===== config.mk =====
export PLATFORM = sky130hd
export DESIGN_NAME = mwsm_mix
export DESIGN_NICKNAME = d
export VERILOG_FILES = /design/src/hdl/assert_macros.svh /design/src/hdl/mwsm_pkg.sv /design/src/hdl/mwsm_mix.sv
export SDC_FILE = /design/constraint.sdc
export NUM_CORES = 2
export LEC_CHECK = 0
export BUFFER_PORTS_ARGS = -buffer_cell sky130_fd_sc_hd__buf_4
export CORE_MARGIN = 4
export CORE_UTILIZATION = 59
export DETAILED_ROUTE_END_ITERATION = 10
export HOLD_SLACK_MARGIN = 0.08
export PLACE_DENSITY_LB_ADDON = 0.08
export SLEW_MARGIN = 25
export SYNTH_ARGS = -nofsm -noshare
export SYNTH_HDL_FRONTEND = slang
export SYNTH_SLANG_ARGS = --single-unit

===== constraint.sdc =====
create_clock -name clk -period 8.8 [get_ports clk]
set_input_delay 2.2 -clock clk [delete_from_list [all_inputs] [get_ports clk]]
set_output_delay 2.2 -clock clk [all_outputs]
set_load 0.01 [all_outputs]

===== src/hdl/assert_macros.svh =====
// Assertion helpers shared by the RTL files.
`ifndef ASSERT_MACROS_SVH
`define ASSERT_MACROS_SVH
`ifndef SYNTHESIS
`define ASSERT_IMPLY(label, clk, rst, a, b) \
  label: assert property (@(posedge clk) disable iff (rst) (a) |-> (b)) \
    else $error("implication check failed");
`define ASSERT_NEXT(label, clk, rst, a, b) \
  label: assert property (@(posedge clk) disable iff (rst) (a) |=> (b)) \
    else $error("next-cycle check failed");
`else
`define ASSERT_IMPLY(label, clk, rst, a, b)
`define ASSERT_NEXT(label, clk, rst, a, b)
`endif
`endif


===== src/hdl/mwsm_pkg.sv =====
package mwsm_pkg;

  localparam int ANGLE_BITS_DEF     = 12;
  localparam int TRIG_FRAC_BITS_DEF = 14;
  localparam int CMD_W              = 12;
  localparam int WHEEL_W            = 16;
  localparam int SCALE_BITS         = 15;
  localparam int LANES              = 4;
  localparam int WORK_FRAC          = 30;
  localparam logic [63:0] HALF_PI_WORK = 64'd1686629713;
  localparam logic [SCALE_BITS-1:0] MAX_WHEEL_RESET = 15'd660;

  typedef struct packed {
    logic valid;
    logic scale;
  } lim_ctl_t;

  // Quarter-wave sine entry k, Q.trig_bits, built by a Taylor series at elaboration.
  function automatic logic [63:0] quarter_sin(input int k, input int angle_bits,
                                              input int trig_bits);
    logic [63:0] x;
    logic [63:0] x2;
    logic [63:0] term;
    logic signed [63:0] acc;
    x = (HALF_PI_WORK * 64'(k)) >> (angle_bits - 2);
    x2 = (x * x) >> WORK_FRAC;
    term = x;
    acc = signed'(x);
    for (int n = 1; n <= 10; n++) begin
      term = ((term * x2) >> WORK_FRAC) / 64'((2 * n) * (2 * n + 1));
      if ((n & 1) == 1) acc = acc - signed'(term);
      else acc = acc + signed'(term);
    end
    if (acc < 0) acc = 0;
    acc = (acc + (64'sd1 <<< (WORK_FRAC - trig_bits - 1))) >>> (WORK_FRAC - trig_bits);
    if (acc > (64'sd1 <<< trig_bits)) acc = 64'sd1 <<< trig_bits;
    return unsigned'(acc);
  endfunction

endpackage


===== src/hdl/mwsm_mix.sv =====
module mwsm_mix import mwsm_pkg::*; #(
  parameter int TRIG_FRAC_BITS = TRIG_FRAC_BITS_DEF,
  localparam int PW = CMD_W + TRIG_FRAC_BITS + 2,
  localparam int WW = PW + 2
) (
  input  logic                             clk,
  input  logic                             rst,
  input  logic                             en,
  input  logic                             in_valid,
  input  logic signed [CMD_W-1:0]          side,
  input  logic signed [CMD_W-1:0]          fwd,
  input  logic signed [CMD_W-1:0]          spin,
  input  logic signed [TRIG_FRAC_BITS+1:0] sin_val,
  input  logic signed [TRIG_FRAC_BITS+1:0] cos_val,
  output logic                             out_valid,
  output logic signed [WW-1:0]             wheel [LANES]
);
  logic signed [PW-1:0]    p_fc, p_ss, p_sc, p_fs;
  logic signed [CMD_W-1:0] spin_d;
  logic                    valid_d;
  logic signed [WW-1:0]    fb, lr, sp;

  always_comb begin
    fb = WW'(p_fc) + WW'(p_ss);
    lr = WW'(p_sc) - WW'(p_fs);
    sp = WW'(spin_d) <<< TRIG_FRAC_BITS;
  end

  always_ff @(posedge clk) begin
    if (rst) begin
      valid_d   <= 1'b0;
      out_valid <= 1'b0;
    end else if (en) begin
      valid_d   <= in_valid;
      out_valid <= valid_d;
    end
    if (en) begin
      p_fc     <= PW'(fwd) * PW'(cos_val);
      p_ss     <= PW'(side) * PW'(sin_val);
      p_sc     <= PW'(side) * PW'(cos_val);
      p_fs     <= PW'(fwd) * PW'(sin_val);
      spin_d   <= spin;
      wheel[0] <= -fb + lr + sp;
      wheel[1] <= fb + lr + sp;
      wheel[2] <= fb - lr + sp;
      wheel[3] <= -fb - lr + sp;
    end
  end
endmodule


# Yosys cells after proc, flatten, opt, wreduce, memory -nomap -nowiden
# Index checks and enable logic that the tools add are counted.
word_totals:
  register_bits: 246
  in_bits: 72
classes:
  multipliers: 4
  n_addsub: 11
op_table:
  columns: ["operator", "n"]
  rows:
  - ["30-bit by 26-bit adder with 30-bit output", 4]
  - ["12-bit by 16-bit multiplier with 28-bit output", 4]
  - ["29-bit by 29-bit adder with 30-bit output", 1]
  - ["30-bit by 29-bit adder with 30-bit output", 1]
  - ["29-bit negation with 30-bit output", 1]
  - ["29-bit by 29-bit subtractor with 30-bit output", 1]
  - ["30-bit by 29-bit subtractor with 30-bit output", 1]
  - ["28-bit by 28-bit adder with 29-bit output", 1]
  - ["28-bit by 28-bit subtractor with 29-bit output", 1]

# Logic depth before layout (Yosys ltp)
logic_depth:
  word_depth: 4
  ltp_mapped: 27

# Worst setup path before layout
# OpenSTA, ideal clock, no wires.
synth_timing:
  kind: "input to register"
  start: "input port sin_val[7]"
  end: "register p_fs[26], data pin"
  slack_ps: 1081
  cell_stages: 21
  arrival_ps: 7461
  setup_time_ps: 258
  cell_sequence: "clkbuf_1 -> nand2_1 -> fa_1 -> inv_1 -> fa_1 -> inv_1 -> fa_1 -> fa_1 -> inv_1 -> fa_1 -> ha_1 -> and4_1 -> a211oi_1 -> o31a_1 -> a211oi_1 -> nor4b_1 -> o31ai_1 -> or4_1 -> a31o_2 -> a21oi_1 -> xnor2_1"
synth_between:
  elab_chain_cells: 1
synth_rtl:
  columns: ["item", "line", "rtl"]
  rows:
  - ["from (decl)", "mwsm_mix.sv:13", "input logic signed [TRIG_FRAC_BITS+1:0] sin_val,"]
  - ["12-bit by 16-bit multiplier with 28-bit output", "mwsm_mix.sv:41", "p_fs <= PW'(fwd) * PW'(sin_val);"]
  - ["to (signal assigned)", "mwsm_mix.sv:41", null]
  - ["to (decl)", "mwsm_mix.sv:18", "logic signed [PW-1:0] p_fc, p_ss, p_sc, p_fs;"]
# Every way passes these cells.
# A chain may end at the register's enable or synchronous reset.

# Worst setup path after layout
layout_timing:
  start: "input port fwd[3]"
  end: "register p_fs[26], data pin"
layout_between:
  elab_chain_cells: 1
layout_rtl:
  columns: ["item", "line", "rtl"]
  rows:
  - ["from (decl)", "mwsm_mix.sv:11", "input logic signed [CMD_W-1:0] fwd,"]
  - ["12-bit by 16-bit multiplier with 28-bit output", "mwsm_mix.sv:41", null]
# Every way passes these cells.

==> results.md <==
Status:
- The flow ran to the end, and the final reports show no timing, DRC or antenna violations.

Route:
- The routed metal-1 wirelength is 45,600 um.
- After detailed routing, the met3 layer carries 6830 um of wire.
- Once detail routing completed, the nets flagged for antenna violations numbered 0.
- The number of vias per cell after detailed routing is 5.47.
- In this run the top signal layer used is met5.
- The vias after detailed routing is 33,025.
- The remaining routing DRC violations is 0.
- The final wirelength is 112,000 um.
- The total met2 wirelength after detailed routing is 55,500 um.
- The post-detailed-route wirelength per cell is 18.5 um.
- The first routing iteration left 1,664 violations.
- The first detailed-routing pass ran for 5 iterations.

Worst setup path:
- The required time at the endpoint of the critical path is 9.13 ns.
- The number of cells on the worst reg-to-reg path is 23.
- Along the worst path, the maximum fanout reaches 26.
- STA classifies the critical path startpoint as an input port.
- In this run the critical register-to-register path is launched from p_fc[0]$_DFFE_PP_.
- The setup check on the worst reg-to-reg path leaves a slack of 1.73 ns.
- At the worst endpoint, the arrival time is 8.10 ns.
- The critical path is of the input port to flop type.
- The reg-to-reg critical path endpoint is wheel[29]$_DFFE_PP_.
- The origin of the worst setup path is fwd[3].
- The worst setup path is captured at a flop.

Global routing:
- The via count of the first global-routing pass is 35,110.
- The pin count of the biggest net entering global routing is 128.
- The first global-routing pass estimated 180,000 um of wire.
- For this run the aggregate overflow at the end of global routing stands at 0.
- The number of antenna violations at the first check in global routing is 12.
- The total track usage is 27.6%.

Clock tree:
- The cell chosen for the clock root is sky130_fd_sc_hd__clkbuf_16.
- The clock passes through at most 3 buffers.
- The post-cts gate resize count is 0.
- The hold buffer count at CTS is 0.
- The clock latency reported for the late side of the worst-skew pair is 0.59 ns.
- The clock-pin slew on the worst setup and hold paths is 0.06 ns.
- The CTS tree is yes.
- The number of levels the H-tree was split into is 1.
- The post-CTS setup buffer count is 0.
- Buffers inserted during clock tree synthesis total 28.
- Clock tree synthesis found a total of 243 sinks.

Logic synthesis:
- The cell taking the most area after synthesis is sky130_fd_sc_hd__fa_1.
- Yosys printed 0 warnings.
- sky130_fd_sc_hd__inv_1 is the most common cell in the netlist.
- The number of different library cells in the post-synthesis netlist is 78.
- The number of flops mapped to enable cells by yosys is 241.
- By count the netlist is led by sky130_fd_sc_hd__inv_1 (1,026), sky130_fd_sc_hd__fa_1 (779), sky130_fd_sc_hd__nand2_1 (547), sky130_fd_sc_hd__ha_1 (461), sky130_fd_sc_hd__and2_1 (289).
- The flip-flop cell with the highest count after synthesis is sky130_fd_sc_hd__edfxtp_1.
- The gate count after technology mapping is 4,862.
- The proportion of register bits with asynchronous set or reset after synthesis is 0%.
- Synthesis inferred 243 register bits.
- Ranked by total cell area, the synthesized netlist is headed by sky130_fd_sc_hd__fa_1 (34%), sky130_fd_sc_hd__edfxtp_1 (16%), sky130_fd_sc_hd__ha_1 (13%), sky130_fd_sc_hd__inv_1 (8.4%), sky130_fd_sc_hd__nand2_1 (4.5%).
- The share of the synthesized area in the top cell type is 34.0%.
- The net count of the mapped netlist is 6,174.
- The sequential share of the synthesized area is 15.9%.
- The synthesized area is 45,900 sq um.
- The mean area per synthesized cell is 9.44 sq um.

Timing:
- The setup clock skew after layout is 0.0342 ns.
- The number of hold violations in the final report is 0.
- The worst path uses 88.2% of the clock period.
- The final critical delay including setup and external delays is 7.76 ns.
- Setup repair after global routing left no endpoint under its margin.
- The fmax is 129 MHz.
- The worst slew slack as a fraction of its limit is 33.9%.
- The max-slew violation count is 0.
- The total of endpoints with negative setup slack in the final report is 0.
- The final total negative setup slack is 0 ns.
- The measured slew at the worst slew-check pin is 0.967 ns.
- The worst-case hold slack is 0.511 ns.

Floorplan:
- The cell row count is 102.
- The width of the chip is 287 um.
- For this design the top-level I/O count stands at 193.
- The floorplan core area is 77,300 sq um.
- The die area is 82,300 sq um.
- Once the floorplan was initialized, standard cells occupied 59.3% of the core.
- The y dimension of the die is 287 um.

Hold path:
- In this run the most critical hold path is launched from out_valid$_SDFFE_PP0P_.
- Along the worst hold path, the cell count comes to 2.
- The worst min-delay path endpoint is out_valid$_SDFFE_PP0P_.
- The class of the most critical hold timing path is flop to flop.

Place:
- The routability-driven placement congestion ratio is 0.871.
- During placement, the flow inserted port buffers numbering 192.
- The area after detailed placement is 48,300 sq um.
- The wire-length estimate of the detail-placed layout is 91,400 um.

Cells and area:
- The relative area change from synthesis to final layout is 7.45%.
- At the end of the flow the core is filled with cells to 63.8%.
- The number of nets in the layout is 6,281.
- The fraction of final layout cells with drive strength greater than 1 is 6.17%.
- The finished layout cell area is 49,300 sq um.

Flow run:
- Max-cap violations in this run came to 0.
## registers in the layout (all words and copies together), names as in the netlist
name	cells
out_valid	1
p_fc	28
p_fs	28
p_sc	28
p_ss	28
spin_d	12
valid_d	1
wheel	117
## area by class of cell
type	count	area (sq um)
clock inverters	18	211
repair buffers	227	1720
well taps	1040	1300
fillers	6697	28000
diodes	7	17.5
inverters	1027	3850
flip-flops and latches	243	7280
multi-input cells	3442	34200
clock buffers	33	741
## per-stage QoR
step | std cells | worst slack (ns)
6_report | 6037 | 1.04
5_1_grt | 6031 | 0.821
4_1_cts | 6030 | 1.06
3_5_place_dp | 5979 | 0.420
3_3_place_gp | 5979 | 0.460
2_1_floorplan | 4862 | 1.08
## worst max-delay path, cell delays in order
cell	delay (ns)
sky130_fd_sc_hd__buf_4	0.29
sky130_fd_sc_hd__nand2_1	0.13
sky130_fd_sc_hd__fa_1	0.54
sky130_fd_sc_hd__inv_1	0.05
sky130_fd_sc_hd__fa_1	0.50
sky130_fd_sc_hd__inv_1	0.06
sky130_fd_sc_hd__fa_1	0.48
sky130_fd_sc_hd__fa_1	0.49
sky130_fd_sc_hd__inv_1	0.05
sky130_fd_sc_hd__fa_1	0.43
sky130_fd_sc_hd__ha_1	0.37
sky130_fd_sc_hd__a21o_1	0.19
sky130_fd_sc_hd__a211oi_1	0.25
sky130_fd_sc_hd__o31a_1	0.27
sky130_fd_sc_hd__a211oi_1	0.15
sky130_fd_sc_hd__nor4b_1	0.45
sky130_fd_sc_hd__o31ai_1	0.21
sky130_fd_sc_hd__or4_1	0.46
sky130_fd_sc_hd__a31o_2	0.26
sky130_fd_sc_hd__a21oi_1	0.17
sky130_fd_sc_hd__xnor2_1	0.08
## kinds of logic after synthesis
kind of cell               share of synthesized area, %
AOI/OAI and AO/OA                                  7.98
xor gates and xnor gates                           5.32
adders and majority gates                          46.5
buffers and inverters                              9.65
DFF                                                15.9
muxes                                             0.158
and+or+nand+nor                                    14.5
## routing by layer
metal | vias to the layer above | GRT usage, %
met5 | - | 0
met4 | 10 | 7.92
met3 | 223 | 2.99
met2 | 869 | 49.6
met1 | 16495 | 35.5
li1 | 15428 | -
## worst max path at each step
| stage | endpoint | slack (ns) |
|---|---|---|
| final | p_fs[26]$_DFFE_PP_ | 1.04 |
| after global routing | p_fs[26]$_DFFE_PP_ | 0.82 |
| after CTS | p_fs[26]$_DFFE_PP_ | 1.06 |
| after detailed placement | p_fs[26]$_DFFE_PP_ | 0.42 |
| after global placement | p_fs[26]$_DFFE_PP_ | 0.46 |
| after floorplan | p_fs[26]$_DFFE_PP_ | 1.08 |
## cell usage in the layout, fill, tap and decap left out, drive strengths merged, types with 28 or more instances in the layout
cell type | Yosys | final
xor2 | 67 | 67
fa | 779 | 779
inv | 1027 | 1030
nor3 | 61 | 61
clkbuf | 146 | 33
nand2b | 68 | 68
a21o | 85 | 85
nor2b | 28 | 28
buf | 4 | 227
nand3 | 55 | 55
edfxtp | 241 | 241
and3 | 35 | 35
ha | 461 | 461
xnor2 | 210 | 210
a21oi | 164 | 164
o21a | 45 | 45
nor2 | 184 | 184
o21ai | 81 | 81
and2 | 289 | 289
nand2 | 547 | 547
Power is not shown: default switching activity piles up to over one toggle a cycle in this logic, so the estimate is an artifact.
