File: config.mk
export PLATFORM = sky130hd
export DESIGN_NAME = mwsm_limit
export DESIGN_NICKNAME = d
export VERILOG_FILES = /design/src/hdl/mwsm_pkg.sv /design/src/hdl/mwsm_limit.sv
export VERILOG_INCLUDE_DIRS = /design/src /design/src/hdl
export SDC_FILE = /design/constraint.sdc
export NUM_CORES = 2
export LEC_CHECK = 0
export BUFFER_PORTS_ARGS = -buffer_cell sky130_fd_sc_hd__buf_2
export CORE_AREA = 2 2 535 431
export DETAILED_ROUTE_END_ITERATION = 16
export DIE_AREA = 0 0 537 433
export PLACE_DENSITY = 0.51
export SETUP_SLACK_MARGIN = 0.3
export SYNTH_ARGS = -nofsm -noshare
export SYNTH_HDL_FRONTEND = slang
export SYNTH_SLANG_ARGS = --single-unit
File: constraint.sdc
create_clock -name clk -period 9 [get_ports clk]
set_input_delay 1.8 -clock clk [delete_from_list [all_inputs] [get_ports clk]]
set_output_delay 1.8 -clock clk [all_outputs]
set_load 0.01 [all_outputs]
File: src/hdl/assert_macros.svh
// Assertion helpers shared by the RTL files.
`ifndef ASSERT_MACROS_SVH
`define ASSERT_MACROS_SVH
`ifndef SYNTHESIS
`define ASSERT_IMPLY(label, clk, rst, a, b) \
  label: assert property (@(posedge clk) disable iff (rst) (a) |-> (b)) \
    else $error("implication check failed");
`define ASSERT_NEXT(label, clk, rst, a, b) \
  label: assert property (@(posedge clk) disable iff (rst) (a) |=> (b)) \
    else $error("next-cycle check failed");
`else
`define ASSERT_IMPLY(label, clk, rst, a, b)
`define ASSERT_NEXT(label, clk, rst, a, b)
`endif
`endif

File: src/hdl/mwsm_pkg.sv
package mwsm_pkg;

  localparam int ANGLE_BITS_DEF     = 12;
  localparam int TRIG_FRAC_BITS_DEF = 14;
  localparam int CMD_W              = 12;
  localparam int WHEEL_W            = 16;
  localparam int SCALE_BITS         = 15;
  localparam int LANES              = 4;
  localparam int WORK_FRAC          = 30;
  localparam logic [63:0] HALF_PI_WORK = 64'd1686629713;
  localparam logic [SCALE_BITS-1:0] MAX_WHEEL_RESET = 15'd660;

  typedef struct packed {
    logic valid;
    logic scale;
  } lim_ctl_t;

  // Quarter-wave sine entry k, Q.trig_bits, built by a Taylor series at elaboration.
  function automatic logic [63:0] quarter_sin(input int k, input int angle_bits,
                                              input int trig_bits);
    logic [63:0] x;
    logic [63:0] x2;
    logic [63:0] term;
    logic signed [63:0] acc;
    x = (HALF_PI_WORK * 64'(k)) >> (angle_bits - 2);
    x2 = (x * x) >> WORK_FRAC;
    term = x;
    acc = signed'(x);
    for (int n = 1; n <= 10; n++) begin
      term = ((term * x2) >> WORK_FRAC) / 64'((2 * n) * (2 * n + 1));
      if ((n & 1) == 1) acc = acc - signed'(term);
      else acc = acc + signed'(term);
    end
    if (acc < 0) acc = 0;
    acc = (acc + (64'sd1 <<< (WORK_FRAC - trig_bits - 1))) >>> (WORK_FRAC - trig_bits);
    if (acc > (64'sd1 <<< trig_bits)) acc = 64'sd1 <<< trig_bits;
    return unsigned'(acc);
  endfunction

endpackage

File: src/hdl/mwsm_limit.sv
module mwsm_limit import mwsm_pkg::*; #(
  parameter int TRIG_FRAC_BITS = TRIG_FRAC_BITS_DEF,
  localparam int WW = CMD_W + TRIG_FRAC_BITS + 4,
  localparam int NW = WW + SCALE_BITS
) (
  input  logic                    clk,
  input  logic                    rst,
  input  logic                    en,
  input  logic                    in_valid,
  input  logic signed [WW-1:0]    wheel [LANES],
  input  logic [SCALE_BITS-1:0]   max_speed,
  output lim_ctl_t                ctl,
  output logic [NW-1:0]           num [LANES],
  output logic [WHEEL_W-1:0]      qn [LANES],
  output logic [LANES-1:0]        neg,
  output logic [WW-1:0]           biggest
);
  `include "assert_macros.svh"

  logic [WW-1:0]         mag [LANES];
  logic [WW-1:0]         mag_d [LANES];
  logic [LANES-1:0]      neg_d;
  logic [WW-1:0]         big01, big23, big_d;
  logic [SCALE_BITS-1:0] max_d;
  logic                  valid_d;

  always_comb begin
    for (int i = 0; i < LANES; i++) begin
      mag[i] = wheel[i][WW-1] ? unsigned'(-wheel[i]) : unsigned'(wheel[i]);
    end
    big01 = (mag[1] > mag[0]) ? mag[1] : mag[0];
    big23 = (mag[3] > mag[2]) ? mag[3] : mag[2];
  end

  always_ff @(posedge clk) begin
    if (rst) begin
      valid_d   <= 1'b0;
      ctl.valid <= 1'b0;
    end else if (en) begin
      valid_d   <= in_valid;
      ctl.valid <= valid_d;
    end
    if (en) begin
      for (int i = 0; i < LANES; i++) begin
        mag_d[i] <= mag[i];
        neg_d[i] <= wheel[i][WW-1];
        num[i]   <= NW'(mag_d[i]) * NW'(max_d);
        qn[i]    <= WHEEL_W'(mag_d[i] >> TRIG_FRAC_BITS);
      end
      big_d     <= (big23 > big01) ? big23 : big01;
      max_d     <= max_speed;
      neg       <= neg_d;
      biggest   <= big_d;
      ctl.scale <= big_d > (WW'(max_d) << TRIG_FRAC_BITS);
    end
  end

  `ASSERT_IMPLY(a_scale_nonzero, clk, rst, ctl.valid && ctl.scale, biggest != '0)
endmodule

Word-level counts from Yosys, hierarchy flattened

Memories as Yosys holds them, arrays and structs flattened.
Cells that the tools add are included.

Bits in latches: 0
Output and inout bits: 280
Memories kept: 1
Word-level logic and storage cells: 38
Memory bits (writable): 120
Register bits after elaboration: 330
Memory bits (read-only): 0

Memory list:

| name  | words | width | read ports | clocked after memory_dff | wr ports | RTL line         | text |
|---|---|---|---|---|---|---|---|
| mag_d | 4     | 30    | 4          | 0                        | 4        | mwsm_limit.sv:21 | `logic [WW-1:0] mag_d [LANES];` |

Equal/unequal tests: 0
Magnitude comparators: 4
Bitwise logic cells: 0
Mux-type cells: 9
Shift operators: 0
Add/sub/neg operators: 4
Reduce and logical (&&, ||, !) cells: 0
Divide/modulo/power cells: 0
Multiply operators: 4

Operator list:

| cell                                            | number |
|---|---|
| 30-bit 2-to-1 mux                               | 7 |
| 30-bit by 15-bit multiplier with 45-bit output  | 4 |
| 30-bit negator                                  | 4 |
| 30-bit > comparator                             | 3 |
| 30-bit by 29-bit > comparator with 1-bit output | 1 |
| 1-bit 2-to-1 mux                                | 2 |

Longest topological paths before layout

Depth after elaboration: 6
Depth in mapped cells: 32
Depth with buffers taken out: 29

Worst setup path before layout

No wires, ideal clock.

Kind: input port to flip-flop
From: input wheel[38] (netlist name)
To: register big_d[10], data pin
Data arrival time: 8.133 ns
Buffers on the path: 3
Setup time: 0.260 ns
Slack: 0.607 ns
Required time: 8.740 ns
Stages on the path: 26
Path through: or4_4 nand4b_4 or4_4 or2_4 or3_4 nor4_1 inv_1 ha_1 and4_1 nand3_1 nor3_1 o21ai_0 a31oi_1 or4b_2 nand2_1 buf_2 buf_2 mux2i_1 inv_1 ha_1 nand4_1 nor4_1 a221oi_1 a21oi_1 clkbuf_1 mux2_2

RTL lines:

| item                   | RTL line         | text |
|---|---|---|
| start: declaration     | mwsm_limit.sv:10 | `input logic signed [WW-1:0] wheel [LANES],` |
| end signal: assignment | mwsm_limit.sv:50 | `big_d <= (big23 > big01) ? big23 : big01;` |
| end: declaration       | mwsm_limit.sv:23 | `logic [WW-1:0] big01, big23, big_d;` |

==> results.env <==
DIE_AREA_UM2=233000
SYNTHESIS.AREA_PER_INSTANCE_UM2=9.75
SYNTHCELLS=7896
OUTCOME='complete, no violations'
DR.FIRST_ITER.DRC_COUNT=3409
VIAS=55800
FLOW.AREA_GROWTH_FROM_SYNTHESIS_PCT=11.1
INITIAL_CORE_UTIL_PCT=33.8
TIMING.FINAL.SETUP_VIOLATIONS=0
NUMBER_OF_CLOCK_BUFFERS_INSERTED_BY_TRITONCTS=57
GRT_USE_TOTAL_PCT=21.9
CRITPATHREQUIREDTIME_PS=9450
SKEW_PS=73.4
POST_SYNTH_INSTANCE_AREA_UM2=77000
ROOT_BUFFER='sky130_fd_sc_hd__clkbuf_16'
TIMING.MAX_SLEW.REL_SLACK_PCT=15.3
GRT_USE_MET2_PCT=34.1
WIRELENGTH_MM=251
REPORT.FINAL.HOLD_VIOL_COUNT=0
POST-CTS-SETUP-BUFFER-COUNT=0
WORST_HOLD_PATH_TYPE='flop to flop'
POSTSYNTH.TOPFLOPCELL='sky130_fd_sc_hd__edfxtp_1'
FIRST_GLOBAL_VIAS=59600
POSTROUTEANTENNANETS=0
YOSYS_WARNINGS=0
WL_PER_CELL_UM=22.2
DRV.MAX_CAP_VIOLATION_COUNT=0
SYNTHARSTFLOPSHARE_PCT=0
TRITONCTS='yes'
IO-PIN-COUNT=419
MAX_FREQ_MHz=119
CLOCK_TREE.BUFFER_DEPTH=3
DETAILEDPLACEMENTHPWL_MM=196
GRT_FIRST_PASS_WIRELENGTH_MM=382
LAYOUT.NETS=10300
HOLDWS_PS=415
LAYOUT-DRIVE-GT1-SHARE_PCT=9.81
WORST_PATH_MAX_DELAY_CELL='sky130_fd_sc_hd__nor3_1'
CRITPATHMOSTFREQUENTCELL='sky130_fd_sc_hd__buf_4'
STARTPOINT_TYPE='input port'
SYNTH_ENABLE_FLOP_CELLS=448
WORSTPATHARRIVAL_PS=8850
TIMING.SETUP.CRITICAL_PATH_CLASS='input port to flop'
GPL.FINAL_WEIGHTED_CONGESTION=0.925
CHIPHEIGHT_UM=433
RSZ0062_AT_GRT='no'
DETAIL_ROUTE.DRC_VIOLATIONS=0
GR-MAX-USAGE-LAYER='met2'
WORSTPATHBUFFERINVERTERCOUNT=9
WORST_PIN_SLEW_PS=1260
REG2REG_SLACK_PS=830
DIE-WIDTH_UM=537
SYNTH.NET_COUNT=10000
GRT.OVERFLOW.TOTAL=0
YOSYSSEQAREASHARE_PCT=17.5
CLOCK-SINKS=450
CRITPATHMAXFANOUT=10
CRITPATHTOPFAMILY='simple AND/OR/NAND/NOR gates'
CLKTRANSATPATHREGS_PS=60
TIMING.SETUP.TNS_PS=0
GROUTE.LAYER.MET1.USAGE_PCT=29.9
FINAL.MIN_CLOCK_PERIOD_PS=8400
FLOORPLAN.CORE_AREA_UM2=227000
FINAL-MAX-SLEW-VIOLATION-COUNT=0
CTS-HTREE-LEVELS=2
UTILIZATION_PCT=37.6
END_KIND='flop'
FP-ROW-COUNT=157
CRITICAL-PATH-MAX-STAGE-DELAY_PS=720
LAYOUT.FILLER_CELLS=23000
SYNTH_CELL_TYPES=78
POST_DRT_VIA_CELL_RATIO=4.93
GRTUSAGEMET3_PCT=4.23
FIRSTDRTPASSITERS=7
CLK_LATENCY_PS=770
GRT_MAX_DEGREE=126
FIN_CRIT_SH_PCT=93.4
NUMPORTBUFFERS=418
INITIAL_ANTENNA_VIOLATION_COUNT=63
YOSYS_REGISTER_BITS=450
-- placed cells by master (no fill, tap or decap), types with 18 or more instances in the layout --
master                      count
sky130_fd_sc_hd__ha_1         545
sky130_fd_sc_hd__o21ai_0      139
sky130_fd_sc_hd__o31ai_1       37
sky130_fd_sc_hd__a211oi_1      33
sky130_fd_sc_hd__mux2_2        18
sky130_fd_sc_hd__o21bai_1      31
sky130_fd_sc_hd__a21oi_1      196
sky130_fd_sc_hd__inv_1       1680
sky130_fd_sc_hd__xnor2_1      156
sky130_fd_sc_hd__edfxtp_1     448
sky130_fd_sc_hd__o21a_1        27
sky130_fd_sc_hd__nand3_1       43
sky130_fd_sc_hd__buf_2        417
sky130_fd_sc_hd__buf_4        209
sky130_fd_sc_hd__nor2b_1       22
sky130_fd_sc_hd__nor3_1        36
sky130_fd_sc_hd__nor2_1        93
sky130_fd_sc_hd__a21o_1       129
sky130_fd_sc_hd__o41ai_1       22
sky130_fd_sc_hd__mux2i_1       71
sky130_fd_sc_hd__clkbuf_16     57
sky130_fd_sc_hd__nand2_1      933
sky130_fd_sc_hd__a31oi_1       29
sky130_fd_sc_hd__or4_1         18
sky130_fd_sc_hd__nand4_1       45
sky130_fd_sc_hd__xor2_1       114
sky130_fd_sc_hd__and2_1      1005
sky130_fd_sc_hd__buf_12        19
sky130_fd_sc_hd__fa_1        1448
sky130_fd_sc_hd__and3_1        19
sky130_fd_sc_hd__nand2b_1      21
sky130_fd_sc_hd__diode_2       35
-- state kept, by name, summed over array words and instances, names as in the netlist --
| register | count |
|---|---|
| max_d | 15 |
| valid_d | 1 |
| big_d | 30 |
| neg | 4 |
| biggest | 30 |
| mag_d | 120 |
| neg_d | 4 |
| num | 180 |
| ctl | 2 |
| qn | 64 |
-- path summary, 6_finish.rpt --
kind                            start             endpoint  cells past startpoint
hold / removal     neg_d[0]$_DFFE_PP_     neg[0]$_DFFE_PP_                      0
setup reg to reg  max_d[11]$_DFFE_PP_    num[83]$_DFFE_PP_                     20
setup / recovery            wheel[38]  big_d[29]$_DFFE_PP_                     30
hold reg to reg    neg_d[0]$_DFFE_PP_     neg[0]$_DFFE_PP_                      0
-- repair_timing --
| item | in CTS | in global routing |
|---|---|---|
| endpoints found under the setup margin | 0 | 30 |
| hold buffers | 0 | 0 |
| gates resized for setup | 0 | 5 |
-- layout make-up --
type                    count  area [um2]  share of cell area (%)
repair buffers            646        4050                    4.74
clock buffers              67        1490                    1.75
well taps                3021        3780                    4.42
flip-flops and latches    450       13500                    15.8
clock inverters            40         536                   0.626
multi-input cells        5381       55800                    65.2
inverters                1680        6310                    7.37
diodes                     35        87.6                   0.102
-- cells in the mapped netlist, types with 27 or more instances --
library cell	instances	area (um2)
sky130_fd_sc_hd__a31oi_1	29	181
sky130_fd_sc_hd__o21ai_0	139	696
sky130_fd_sc_hd__xor2_1	114	998
sky130_fd_sc_hd__o31ai_1	37	278
sky130_fd_sc_hd__and2_1	1005	6290
sky130_fd_sc_hd__clkbuf_1	377	1420
sky130_fd_sc_hd__nand3_1	43	215
sky130_fd_sc_hd__fa_1	1448	29000
sky130_fd_sc_hd__o21a_1	27	203
sky130_fd_sc_hd__inv_1	1680	6310
sky130_fd_sc_hd__a21o_1	129	968
sky130_fd_sc_hd__mux2i_1	71	711
sky130_fd_sc_hd__nand4_1	45	282
sky130_fd_sc_hd__ha_1	545	6820
sky130_fd_sc_hd__a21oi_1	198	991
sky130_fd_sc_hd__nor3_1	37	185
sky130_fd_sc_hd__o21bai_1	31	233
sky130_fd_sc_hd__xnor2_1	156	1370
sky130_fd_sc_hd__nand2_1	933	3500
sky130_fd_sc_hd__nor2_1	93	349
sky130_fd_sc_hd__edfxtp_1	448	13500
sky130_fd_sc_hd__a211oi_1	33	248
-- stage by stage --
step	cell area, um2	cells	setup slack [ps]
2_1_floorplan	77000	7896	607
3_3_place_gp	83400	11200	-290
3_5_place_dp	83400	11200	-394
4_1_cts	85400	11300	377
5_1_grt	85500	11300	380
6_report	85500	11300	596
-- kinds of logic (layout without fill, tap and decap cells) --
kind of cell	count (synthesis)	after routing	synth area share, %
other	0	35	0
AND/OR/NAND/NOR	2301	2301	15.4
AO/OA/AOI/OAI	723	724	6.12
buffers and inverters	2066	2433	10.1
adder cells (fa/ha/maj)	1993	1993	46.5
XOR/XNOR	272	272	3.11
flip-flops	450	450	17.5
multiplexers	91	91	1.22
-- routing by layer --
metal  part of all wire (%)  wire length [um]
met5                  0.030                75
met4                    4.4             10900
met3                    6.9             17300
met2                     45            113000
met1                     44            110000
Power is not shown: default switching activity piles up to over one toggle a cycle in this logic, so the estimate is an artifact.
